==> config.mk <==
export PLATFORM = sky130hd
export DESIGN_NAME = touch_gesture_detector_core
export DESIGN_NICKNAME = d
export VERILOG_FILES = /design/src/rtl/tgd_pkg.sv /design/src/rtl/tgd_cfg_regs.sv /design/src/rtl/tgd_engine.sv /design/src/rtl/touch_gesture_detector_core.sv
export VERILOG_INCLUDE_DIRS = /design/src /design/src/rtl
export SDC_FILE = /design/constraint.sdc
export NUM_CORES = 1
export LEC_CHECK = 0
export BUFFER_PORTS_ARGS = -buffer_cell sky130_fd_sc_hd__clkbuf_2
export CORE_MARGIN = 1
export CORE_UTILIZATION = 60
export CTS_CLUSTER_DIAMETER = 150
export CTS_CLUSTER_SIZE = 25
export DETAILED_ROUTE_END_ITERATION = 10
export GPL_TIMING_DRIVEN = 0
export PLACE_DENSITY = 0.82
export SYNTH_ARGS = -nofsm -noshare
export SYNTH_HDL_FRONTEND = slang
export SYNTH_SLANG_ARGS = --single-unit
==> constraint.sdc <==
create_clock -name clk_i -period 21.6 [get_ports clk_i]
set_input_delay 4.32 -clock clk_i [delete_from_list [all_inputs] [get_ports clk_i]]
set_output_delay 4.32 -clock clk_i [all_outputs]
set_load 0.005 [all_outputs]
==> src/rtl/assert_macros.svh <==
// Assertion macros of the touch gesture detector, included by its top-level core file.
`ifndef ASSERT_MACROS_SVH
`define ASSERT_MACROS_SVH

// Clocked assertion, switched off while reset is asserted (active low).
`define TGD_ASSERT(lbl, clk, rst_n, prop, msg) \
  lbl: assert property (@(posedge clk) disable iff (!rst_n) prop) else $error(msg);

// Clocked assertion that is also checked during reset.
`define TGD_ASSERT_ALWAYS(lbl, clk, prop, msg) \
  lbl: assert property (@(posedge clk) prop) else $error(msg);

`endif

==> src/rtl/tgd_pkg.sv <==
// Types, codes and reset constants of the touch gesture detector.
package tgd_pkg;

  // Phase codes of the gesture state machine
  localparam logic [1:0] PH_IDLE     = 2'd0;
  localparam logic [1:0] PH_DEBOUNCE = 2'd1;
  localparam logic [1:0] PH_PRESSED  = 2'd2;
  localparam logic [1:0] PH_LONG     = 2'd3;

  // Reset values of the timing registers
  localparam logic [15:0] DEBOUNCE_MS_RST   = 16'd30;
  localparam logic [15:0] LONG_PRESS_MS_RST = 16'd500;
  localparam logic [15:0] REPEAT_MS_RST     = 16'd200;

  localparam int unsigned CFG_IDX_W = 2;

  typedef enum logic [CFG_IDX_W-1:0] {
    CFG_DEBOUNCE   = 2'd0,
    CFG_LONG_PRESS = 2'd1,
    CFG_REPEAT     = 2'd2
  } cfg_idx_e;

  typedef enum logic [2:0] {
    GEST_PRESS       = 3'd0,
    GEST_CLICK       = 3'd1,
    GEST_LONG_START  = 3'd2,
    GEST_LONG_REPEAT = 3'd3,
    GEST_LONG_END    = 3'd4
  } gesture_e;

  typedef struct packed {
    logic [15:0] debounce_ms;
    logic [15:0] long_press_ms;
    logic [15:0] repeat_ms;
  } cfg_t;

  typedef struct packed {
    logic               touch_down;
    logic signed [15:0] pos_x;
    logic signed [15:0] pos_y;
    logic [31:0]        now_ms;
  } sample_t;

  typedef struct packed {
    gesture_e           gesture_code;
    logic signed [15:0] first_x;
    logic signed [15:0] first_y;
    logic signed [15:0] last_x;
    logic signed [15:0] last_y;
    logic [31:0]        held_ms;
    logic [31:0]        stamp_ms;
  } gesture_t;

endpackage

==> src/rtl/tgd_cfg_regs.sv <==
// Timing registers of the touch gesture detector, written over the config channel.
module tgd_cfg_regs (
  input  logic                           clk_i,
  input  logic                           rst_ni,
  input  logic                           wr_en_i,
  input  logic [tgd_pkg::CFG_IDX_W-1:0]  wr_index_i,
  input  logic [15:0]                    wr_data_i,
  output tgd_pkg::cfg_t                  cfg_o
);
  import tgd_pkg::*;

  cfg_t cfg_d, cfg_q;

  // Decode the write; an unknown index leaves all registers alone
  always_comb begin
    cfg_d = cfg_q;
    if (wr_en_i) begin
      unique case (cfg_idx_e'(wr_index_i))
        CFG_DEBOUNCE:   cfg_d.debounce_ms   = wr_data_i;
        CFG_LONG_PRESS: cfg_d.long_press_ms = wr_data_i;
        CFG_REPEAT:     cfg_d.repeat_ms     = wr_data_i;
        default:        cfg_d = cfg_q;
      endcase
    end
  end

  always_ff @(posedge clk_i or negedge rst_ni) begin
    if (!rst_ni) begin
      cfg_q.debounce_ms   <= DEBOUNCE_MS_RST;
      cfg_q.long_press_ms <= LONG_PRESS_MS_RST;
      cfg_q.repeat_ms     <= REPEAT_MS_RST;
    end else begin
      cfg_q <= cfg_d;
    end
  end

  assign cfg_o = cfg_q;

endmodule

==> src/rtl/tgd_engine.sv <==
// Gesture state machine: touch state registers and per-sample event decision.
module tgd_engine (
  input  logic              clk_i,
  input  logic              rst_ni,
  input  logic              advance_i,
  input  tgd_pkg::sample_t  sample_i,
  input  tgd_pkg::cfg_t     cfg_i,
  output logic              evt_valid_o,
  output tgd_pkg::gesture_t evt_o
);
  import tgd_pkg::*;

  logic [1:0]         phase_d, phase_q;
  logic signed [15:0] origin_x_d, origin_x_q;
  logic signed [15:0] origin_y_d, origin_y_q;
  logic signed [15:0] recent_x_d, recent_x_q;
  logic signed [15:0] recent_y_d, recent_y_q;
  logic [31:0]        start_ms_d, start_ms_q;
  logic [31:0]        repeat_ms_d, repeat_ms_q;

  logic [31:0] held_ms;
  logic [31:0] since_repeat_ms;
  gesture_e    code;

  // Elapsed times wrap modulo 2^32
  assign held_ms         = sample_i.now_ms - start_ms_q;
  assign since_repeat_ms = sample_i.now_ms - repeat_ms_q;

  // Next state and event for the sample at hand
  always_comb begin
    phase_d     = phase_q;
    origin_x_d  = origin_x_q;
    origin_y_d  = origin_y_q;
    start_ms_d  = start_ms_q;
    repeat_ms_d = repeat_ms_q;
    evt_valid_o = 1'b0;
    code        = GEST_PRESS;

    // Track the last touched point; released samples do not move it
    recent_x_d = sample_i.touch_down ? sample_i.pos_x : recent_x_q;
    recent_y_d = sample_i.touch_down ? sample_i.pos_y : recent_y_q;

    unique case (phase_q)
      PH_IDLE: begin
        if (sample_i.touch_down) begin
          origin_x_d = sample_i.pos_x;
          origin_y_d = sample_i.pos_y;
          start_ms_d = sample_i.now_ms;
          phase_d    = PH_DEBOUNCE;
        end
      end
      PH_DEBOUNCE: begin
        if (!sample_i.touch_down) begin
          phase_d = PH_IDLE;
        end else if (held_ms >= {16'd0, cfg_i.debounce_ms}) begin
          phase_d     = PH_PRESSED;
          evt_valid_o = 1'b1;
          code        = GEST_PRESS;
        end
      end
      PH_PRESSED: begin
        if (!sample_i.touch_down) begin
          phase_d     = PH_IDLE;
          evt_valid_o = 1'b1;
          code        = GEST_CLICK;
        end else if (held_ms >= {16'd0, cfg_i.long_press_ms}) begin
          repeat_ms_d = sample_i.now_ms;
          phase_d     = PH_LONG;
          evt_valid_o = 1'b1;
          code        = GEST_LONG_START;
        end
      end
      PH_LONG: begin
        if (!sample_i.touch_down) begin
          phase_d     = PH_IDLE;
          evt_valid_o = 1'b1;
          code        = GEST_LONG_END;
        end else if (since_repeat_ms >= {16'd0, cfg_i.repeat_ms}) begin
          repeat_ms_d = sample_i.now_ms;
          evt_valid_o = 1'b1;
          code        = GEST_LONG_REPEAT;
        end
      end
    endcase
  end

  // Assemble the event payload; the last point already includes this sample
  always_comb begin
    evt_o.gesture_code = code;
    evt_o.first_x      = origin_x_q;
    evt_o.first_y      = origin_y_q;
    evt_o.last_x       = recent_x_d;
    evt_o.last_y       = recent_y_d;
    evt_o.held_ms      = held_ms;
    evt_o.stamp_ms     = sample_i.now_ms;
  end

  // Commit state only when the sample is consumed
  always_ff @(posedge clk_i or negedge rst_ni) begin
    if (!rst_ni) begin
      phase_q     <= PH_IDLE;
      origin_x_q  <= '0;
      origin_y_q  <= '0;
      recent_x_q  <= '0;
      recent_y_q  <= '0;
      start_ms_q  <= '0;
      repeat_ms_q <= '0;
    end else if (advance_i) begin
      phase_q     <= phase_d;
      origin_x_q  <= origin_x_d;
      origin_y_q  <= origin_y_d;
      recent_x_q  <= recent_x_d;
      recent_y_q  <= recent_y_d;
      start_ms_q  <= start_ms_d;
      repeat_ms_q <= repeat_ms_d;
    end
  end

endmodule

==> src/rtl/touch_gesture_detector_core.sv <==
// Top level of the touch gesture detector: sample register, timing registers, engine, event register.
//
//   channel   direction  handshake                      payload
//   s_axis    in         s_axis_tvalid/s_axis_tready    tuser touch_down, tdata x,y,now
//   m_axis    out        m_axis_tvalid/m_axis_tready    tuser gesture code, tdata event
//   cfg       in         cfg_valid_i/cfg_ready_o        cfg_index_i, cfg_data_i
//
// One sample per cycle is accepted unless the event register stalls; the sample register
// is loaded on acceptance, and its event, if any, enters the event register on consumption.
// Reset clears the gesture state to idle and the timing registers to 30/500/200 ms.
// A stalled event register holds the sample register, which then holds the input.
// Config writes are registered and always accepted.
module touch_gesture_detector_core (
  input  logic                          clk_i,
  input  logic                          rst_ni,
  input  logic                          s_axis_tvalid,
  output logic                          s_axis_tready,
  input  logic [63:0]                   s_axis_tdata,  // pos_x, pos_y, now_ms
  input  logic [0:0]                    s_axis_tuser,  // touch_down
  output logic                          m_axis_tvalid,
  input  logic                          m_axis_tready,
  // first_x, first_y, last_x, last_y, held_ms, stamp_ms
  output logic [127:0]                  m_axis_tdata,
  output logic [2:0]                    m_axis_tuser,  // gesture_code
  input  logic                          cfg_valid_i,
  output logic                          cfg_ready_o,
  input  logic [tgd_pkg::CFG_IDX_W-1:0] cfg_index_i,
  input  logic [15:0]                   cfg_data_i
);
  import tgd_pkg::*;

  cfg_t     cfg;
  sample_t  smp_q;
  logic     smp_valid_q;
  gesture_t evt;
  logic     evt_valid;
  gesture_t res_q;
  logic     res_valid_q;
  logic     res_free;
  logic     advance;

  // Timing registers
  assign cfg_ready_o = 1'b1;

  tgd_cfg_regs u_cfg (
    .clk_i      (clk_i),
    .rst_ni     (rst_ni),
    .wr_en_i    (cfg_valid_i),
    .wr_index_i (cfg_index_i),
    .wr_data_i  (cfg_data_i),
    .cfg_o      (cfg)
  );

  // Consume the held sample whenever the event register can take a result
  assign res_free      = !res_valid_q || m_axis_tready;
  assign advance       = smp_valid_q && res_free;
  assign s_axis_tready = !smp_valid_q || res_free;

  // Sample register
  always_ff @(posedge clk_i or negedge rst_ni) begin
    if (!rst_ni) begin
      smp_valid_q <= 1'b0;
    end else if (s_axis_tready) begin
      smp_valid_q <= s_axis_tvalid;
    end
  end

  always_ff @(posedge clk_i) begin
    if (s_axis_tready && s_axis_tvalid) begin
      smp_q.touch_down <= s_axis_tuser[0];
      smp_q.pos_x      <= s_axis_tdata[15:0];
      smp_q.pos_y      <= s_axis_tdata[31:16];
      smp_q.now_ms     <= s_axis_tdata[63:32];
    end
  end

  tgd_engine u_engine (
    .clk_i       (clk_i),
    .rst_ni      (rst_ni),
    .advance_i   (advance),
    .sample_i    (smp_q),
    .cfg_i       (cfg),
    .evt_valid_o (evt_valid),
    .evt_o       (evt)
  );

  // Event register
  always_ff @(posedge clk_i or negedge rst_ni) begin
    if (!rst_ni) begin
      res_valid_q <= 1'b0;
    end else if (res_free) begin
      res_valid_q <= advance && evt_valid;
    end
  end

  always_ff @(posedge clk_i) begin
    if (advance && evt_valid) begin
      res_q <= evt;
    end
  end

  assign m_axis_tvalid = res_valid_q;
  assign m_axis_tuser  = res_q.gesture_code;
  assign m_axis_tdata  = {res_q.stamp_ms, res_q.held_ms, res_q.last_y, res_q.last_x,
                          res_q.first_y, res_q.first_x};

  // Checks
`include "assert_macros.svh"

  `TGD_ASSERT(a_stall_cause, clk_i, rst_ni, !s_axis_tready |-> smp_valid_q && m_axis_tvalid && !m_axis_tready, "input stalled without a blocked event")
  `TGD_ASSERT(a_event_source, clk_i, rst_ni, $rose(m_axis_tvalid) |-> $past(advance && evt_valid), "event appeared without a consumed sample")
  `TGD_ASSERT(a_event_stamp, clk_i, rst_ni, advance && evt_valid |=> m_axis_tdata[127:96] == $past(smp_q.now_ms), "event stamp differs from sample time")

endmodule
Word level (Yosys, flattened, before mapping)
Index checks and enable logic that the tools add are counted.
{"block": "op_classes", "add_sub_neg": 2, "multipliers": 0, "n_div": 0, "order_cmp": 3, "n_eq_ne": 13, "shifts": 0, "n_mux": 26, "n_bitwise": 0, "n_reduce_logical": 16}
{"op": "32-bit 2-to-1 mux", "n": 4}
{"op": "32-bit by 16-bit greater-or-equal comparator with 1-bit output", "n": 3}
{"op": "32-bit case mux with 2 select lines", "n": 1}
{"op": "32-bit subtractor", "n": 2}
{"op": "16-bit 2-to-1 mux", "n": 2}
{"op": "2-bit 2-to-1 mux", "n": 8}
{"op": "2-bit inequality test (second input constant)", "n": 4}
{"op": "2-bit case mux with 4 select lines", "n": 1}
{"op": "2-bit equality test (second input constant)", "n": 3}
{"op": "1-bit 2-to-1 mux", "n": 6}
{"op": "3-bit 2-to-1 mux", "n": 2}
{"op": "3-bit by 2-bit inequality test with 1-bit output (second input constant)", "n": 2}
{"op": "3-bit case mux with 2 select lines", "n": 1}
{"op": "2-bit AND reduction", "n": 3}
{"op": "6-bit AND reduction", "n": 1}
{"op": "5-bit AND reduction", "n": 1}
{"op": "2-bit by 1-bit equality test with 1-bit output (second input constant)", "n": 2}
{"op": "2-bit zero test", "n": 2}
{"op": "2-bit by 1-bit inequality test with 1-bit output (second input constant)", "n": 2}
{"op": "1-bit logical AND", "n": 3}
{"op": "1-bit case mux with 3 select lines", "n": 1}
{"op": "3-bit AND reduction", "n": 1}
{"op": "1-bit zero test", "n": 2}
{"op": "1-bit logical OR", "n": 2}
{"op": "2-bit nonzero test", "n": 1}
{"block": "totals", "regBits": 376, "latch_bits": 0, "ramBits": 0, "mem_bits_ro": 0, "in_bits": 88, "output_inout_bits": 134, "wordCells": 83, "mem_count": 0}

Logic depth before layout (Yosys ltp)
{"block": "logic_depth", "word_depth": 6, "ltp_mapped": 22, "depth_no_buf": 21}

Cells and area by module
From an unflattened synthesis, not the netlist that was laid out.
{"block": "unflattened", "hier_cells": 1486, "area_unflattened_um2": 18691.7}
{"module": "tgd_engine", "n_inst": 1, "cells_each": 1176, "area_each_um2": 10851.7, "seq_area_each_um2": 3253.1}
{"module": "touch_gesture_detector_core", "n_inst": 1, "cells_each": 208, "area_each_um2": 6008.3, "seq_area_each_um2": 5935.7}
{"module": "tgd_cfg_regs", "n_inst": 1, "cells_each": 102, "area_each_um2": 1831.8, "seq_area_each_um2": 1217.4}

Worst setup path before layout
Ideal clock, no wire load.
{"block": "synth_timing", "kind": "in2reg", "from": "input m_axis_tready", "to": "register res_q (netlist bit m_axis_tdata[0]), enable pin", "setup_ns": 0.700, "t_arrival_ns": 11.055, "t_required_ns": 20.900, "path_slack_ns": 9.845, "cell_stages": 3, "n_path_buf": 0, "path_cell_list": "nand2b_1 -> nand2_1 -> a31oi_1"}
{"block": "synth_between", "elab_chain_cells": 3}
{"element": "start, declared", "line_no": "touch_gesture_detector_core.sv:21", "source": "input logic m_axis_tready,"}
{"element": "1-bit logical OR", "line_no": "touch_gesture_detector_core.sv:55", "source": "assign res_free = !res_valid_q || m_axis_tready;"}
{"element": "1-bit logical AND", "line_no": "touch_gesture_detector_core.sv:56", "source": "assign advance = smp_valid_q && res_free;"}
{"element": "1-bit logical AND", "line_no": "touch_gesture_detector_core.sv:97", "source": "if (advance && evt_valid) begin"}
{"element": "end signal, assigned", "line_no": "touch_gesture_detector_core.sv:98", "source": "res_q <= evt;"}
{"element": "end, declared", "line_no": "touch_gesture_detector_core.sv:37", "source": "gesture_t res_q;"}
No other way between the ends.
A chain may end at the register's enable or synchronous reset.

Worst setup path in the final report
{"block": "layout_timing", "from": "input m_axis_tready", "to": "output s_axis_tready"}
{"block": "layout_between", "elab_chain_cells": 2}
{"element": "1-bit logical OR", "line_no": "touch_gesture_detector_core.sv:55"}
{"element": "1-bit logical OR", "line_no": "touch_gesture_detector_core.sv:57", "source": "assign s_axis_tready = !smp_valid_q || res_free;"}
{"element": "end, declared", "line_no": "touch_gesture_detector_core.sv:17", "source": "output logic s_axis_tready,"}
No other way between the ends.

==> impl_results.rst <==
.. list-table::
   :header-rows: 1

   * - Metric
     - Value
   * - Hold path start
     - u_engine.origin_x_q[7]
   * - Register area
     - 10400 um2
   * - Boundary pin count
     - 222
   * - Core area
     - around 30000 um2
   * - Clk slew on worst S/H paths
     - roughly 90 ps
   * - First-pass GRT wire length
     - 64900 um
   * - Max frequency
     - between 0.1 and 0.15 GHz
   * - Floorplan die width
     - around 180 um
   * - Final total negative setup slack
     - 0 ps
   * - Fill cell instance count of the final layout
     - 2273
   * - Warnings, synthesis
     - 0
   * - CTS buffer count
     - 19
   * - Leakage
     - roughly 9 nW
   * - Syn Area/Cell
     - 12.5 um2
   * - Maxcap violations
     - 1
   * - Vias in the first global route
     - ~12k
   * - Post-route minimum period
     - 9110 ps
   * - IR drop worst, VDD
     - 110 uV
   * - Multi-input gate area in the final layout
     - ~7400 um2
   * - Largest stage delay on the critical path
     - 210 ps
   * - Half-perimeter wire length after placement
     - 30800 um
   * - Via density per instance
     - approximately 5.8
   * - Top_reg_cell synth
     - sky130_fd_sc_hd__edfxtp_1
   * - Unrepaired setup endpoints after global routing
     - false
   * - Number of rows in the core area
     - 64
   * - Clock tree from TritonCTS
     - yes
   * - Critical path data arrival time
     - 4790 ps
   * - Reg-to-reg critical path endpoint
     - m_axis_tdata[106]
   * - Critical path class
     - input port to output pin
   * - Fraction of the yosys area taken by sequential cells
     - ~56%
   * - Post-CTS resize count
     - 0
   * - Fraction of layout cells with a size suffix above 1
     - 26.9%
   * - Final nets
     - 1932
   * - Netlist area before placement
     - 18600 um2
   * - Number of remaining DRC errors
     - 0
   * - Total vias in the final route
     - 12.4k
   * - Most numerous cell on the critical path
     - sky130_fd_sc_hd__clkbuf_2
   * - R2r worst-path depth
     - 20
   * - Routed length per instance
     - about 19 um
   * - Relative slew margins
     - between 1.5 and 2%
   * - Number of synthesized flops with an enable pin
     - 196
   * - Design Power
     - 0.00306 W
   * - Number of routed nets with antenna violations
     - 0
   * - CTS root buf
     - sky130_fd_sc_hd__clkbuf_16
   * - Fin. max-slew vios
     - 0
   * - Synthesized flop and latch total
     - 376
   * - Hold path cells
     - 0
   * - IO Port Bufs
     - 220
   * - Final hold vios
     - 0
   * - Clock power frac
     - approximately 13%
   * - Main area contributors after synthesis
     - sky130_fd_sc_hd__edfxtp_1, sky130_fd_sc_hd__dfrtp_1, sky130_fd_sc_hd__mux2_2
   * - Top cell type by total area after synthesis
     - sky130_fd_sc_hd__edfxtp_1
   * - Most common cell after layout, fill and taps aside
     - sky130_fd_sc_hd__clkbuf_2
   * - Sum of routed wire length over all layers
     - between 40000 and 50000 um
   * - Initial Util
     - 60.8%
   * - Violations in the final reports
     - max-capacitance violations
   * - Crit-path slowest cell
     - sky130_fd_sc_hd__nand3b_1
   * - Die extent in y
     - 178 um
   * - Hold path endpoint
     - m_axis_tdata[7]
   * - Fraction of power consumed by combinational cells
     - 48.6%
   * - Congestion Overflow GR
     - 0
   * - Slew of the pin with the lowest slew margin
     - 1440 ps
   * - Unique cell type count in the Yosys netlist
     - 72
   * - NetSw
     - approximately 0.0012 W
   * - Insertion delay to the later sink of the worst-skew pair
     - around 540 ps
   * - Total inserted antenna cells
     - 0
   * - Clock Skews
     - 27.5 ps
   * - Outcome
     - finished with violations
   * - Fraction of power consumed by sequential logic
     - 38.5%
   * - Power per cell area
     - roughly 150 nW/um2
   * - Area of the die
     - 31600 um2
   * - # clock sinks
     - approximately 380
   * - Fraction of synthesis flops using an asynchronous set or reset pin
     - between 40% and 50%
   * - Number of levels the H-tree was split into
     - 1
   * - Final weighted congestion in routability-driven placement
     - 0.926
   * - Worst min-delay path category
     - register to register
   * - Syn_nets
     - 1684
   * - Worst-path maximum fanout
     - 3
   * - Startpoint of the lowest-slack register-to-register path
     - smp_q[4]
   * - Number of endpoints failing setup at the final stage
     - 0
   * - Buffers from clock root to sink, at most
     - 3
   * - Required time of the critical path
     - roughly 17000 ps
   * - Post-CTS Hold Buffers
     - 0
   * - Pin count of the biggest net entering global routing
     - 110
   * - List of cells traversed by the critical path
     - clkbuf_2 > nand3b_1 > clkbuf_2
   * - Fraction of the cycle the final worst path needs
     - 42.2%
   * - Post-CTS setup repair buffer count
     - 0
   * - P&R area growth vs syn
     - 12.8%
   * - Detailed-router iteration count before antenna repair
     - 7
   * - Switching Fraction
     - 38.5%
   * - Violation count after the first detailed-routing iteration
     - 748
   * - Post-route core utilization
     - 68.6%
   * - Cells after synthesis
     - 1484
   * - Sort of element at the start of the critical path
     - input port
   * - Most frequent cells in the layout
     - sky130_fd_sc_hd__clkbuf_2, sky130_fd_sc_hd__edfxtp_1, sky130_fd_sc_hd__dfrtp_1, sky130_fd_sc_hd__mux2_2, sky130_fd_sc_hd__inv_1
   * - Global routing usage summed across all routing layers
     - 26.4%
   * - Share of Yosys cell area claimed by the top area cell type
     - a little under a third
   * - Nature of the critical path endpoint
     - output pin
   * - Internal power component
     - 0.00188 W
   * - Reg-to-reg setup timing slack
     - 14970 ps
   * - Initial antenna violation count
     - 0
-- Yosys cell counts (3+ instances only) --
| library cell | n |
|---|---|
| sky130_fd_sc_hd__or3_1 | 7 |
| sky130_fd_sc_hd__dfstp_2 | 13 |
| sky130_fd_sc_hd__buf_6 | 3 |
| sky130_fd_sc_hd__mux2i_1 | 4 |
| sky130_fd_sc_hd__o41ai_1 | 3 |
| sky130_fd_sc_hd__nand4_1 | 20 |
| sky130_fd_sc_hd__nor3_1 | 18 |
| sky130_fd_sc_hd__o31a_1 | 3 |
| sky130_fd_sc_hd__nand2_1 | 77 |
| sky130_fd_sc_hd__nor3b_1 | 5 |
| sky130_fd_sc_hd__o221ai_1 | 3 |
| sky130_fd_sc_hd__a211oi_1 | 13 |
| sky130_fd_sc_hd__o21ai_0 | 71 |
| sky130_fd_sc_hd__a31o_2 | 3 |
| sky130_fd_sc_hd__nand2b_1 | 14 |
| sky130_fd_sc_hd__a31oi_1 | 18 |
| sky130_fd_sc_hd__and3_1 | 11 |
| sky130_fd_sc_hd__a221oi_1 | 4 |
| sky130_fd_sc_hd__nor2_1 | 62 |
| sky130_fd_sc_hd__nand3b_1 | 4 |
| sky130_fd_sc_hd__inv_1 | 122 |
| sky130_fd_sc_hd__nand3_1 | 19 |
| sky130_fd_sc_hd__a21oi_1 | 80 |
| sky130_fd_sc_hd__dfrtp_1 | 167 |
| sky130_fd_sc_hd__o21bai_1 | 3 |
| sky130_fd_sc_hd__a21boi_0 | 3 |
| sky130_fd_sc_hd__mux2_4 | 29 |
| sky130_fd_sc_hd__or2_2 | 3 |
| sky130_fd_sc_hd__edfxtp_1 | 196 |
| sky130_fd_sc_hd__o21a_1 | 9 |
| sky130_fd_sc_hd__mux2_2 | 159 |
| sky130_fd_sc_hd__xnor2_1 | 33 |
| sky130_fd_sc_hd__a41oi_1 | 5 |
| sky130_fd_sc_hd__o211ai_1 | 14 |
| sky130_fd_sc_hd__a21o_1 | 27 |
| sky130_fd_sc_hd__xor2_1 | 22 |
| sky130_fd_sc_hd__o2bb2ai_1 | 3 |
| sky130_fd_sc_hd__and2_1 | 14 |
| sky130_fd_sc_hd__ha_1 | 110 |
| sky130_fd_sc_hd__nor2b_1 | 9 |
| sky130_fd_sc_hd__clkbuf_1 | 57 |
-- sequential cells by signal (all words and copies together), names as in the netlist, 32 cells and up --
name,flops
m_axis_tdata,128
u_engine.start_ms_q,32
u_engine.repeat_ms_q,32
u_cfg.cfg_o,48
smp_q,65
-- worst max-delay path: cells and delay by family --
family                 cells  cell delay (ps)
and+or+nand+nor            1              210
buffers and inverters      2              260
-- per-stage QoR --
stage / instance area (um2) / std cells / hold WS, ps / setup WS [ps]
6_report: 20900 / 2141 / 450 / 12490
5_1_grt: 20900 / 2141 / 448 / 12460
3_5_place_dp: 20400 / 2107 / 428 / 12530
3_3_place_gp: 20100 / 2100 / 423 / 6630
4_1_cts: 20900 / 2141 / 447 / 12500
2_1_floorplan: 18600 / 1484 / 419 / 9850
-- power groups by stage --
stage	Clock (W)	Sequential, W	Combinational (W)
2_1_floorplan	0	0.00119	0.00103
3_3_place_gp	0	0.00121	0.00140
3_5_place_dp	0	0.00119	0.00147
4_1_cts	0.000402	0.00118	0.00149
5_1_grt	0.000426	0.00121	0.00166
6_report	0.000393	0.00118	0.00149
-- how the worst max path moves through the flow --
| stage | startpoint | to | cells after the start |
|---|---|---|---|
| after CTS | m_axis_tready | s_axis_tready | 3 |
| final | m_axis_tready | s_axis_tready | 3 |
| after detailed placement | m_axis_tready | s_axis_tready | 3 |
| after global placement | m_axis_tready | m_axis_tdata[73] | 4 |
| after floorplan | m_axis_tready | m_axis_tdata[0] | 3 |
| after global routing | m_axis_tready | s_axis_tready | 3 |
-- per-layer routing --
layer	share of wire (%)	GRT usage (%)	vias up
met3	6.9	5.91	63
met4	2.9	7.41	0
met1	43	34.8	6074
met2	47	43.8	379
met5	0	0	-
li1	-	-	5867
-- kinds of logic after synthesis --
family	after synthesis	synth area share, %
mux	194	12.3
fa+ha+maj	112	7.63
flops	376	56.1
compound gates	287	10.0
xor+xnor	55	2.60
simple gates	275	7.43
buf+inv	184	3.86
other cells	1	0.0202
-- final cells by class --
class,instances,area share [%]
inverter,122,2.19
timing repair buffer,227,6.19
sequential,376,49.7
clock buffer,32,2.51
multi-input combinational,924,35.6
buffer,62,1.24
clock inverter,2,0.185
tap,396,2.37
No activity file was read; power rests on OpenSTA's default activity.
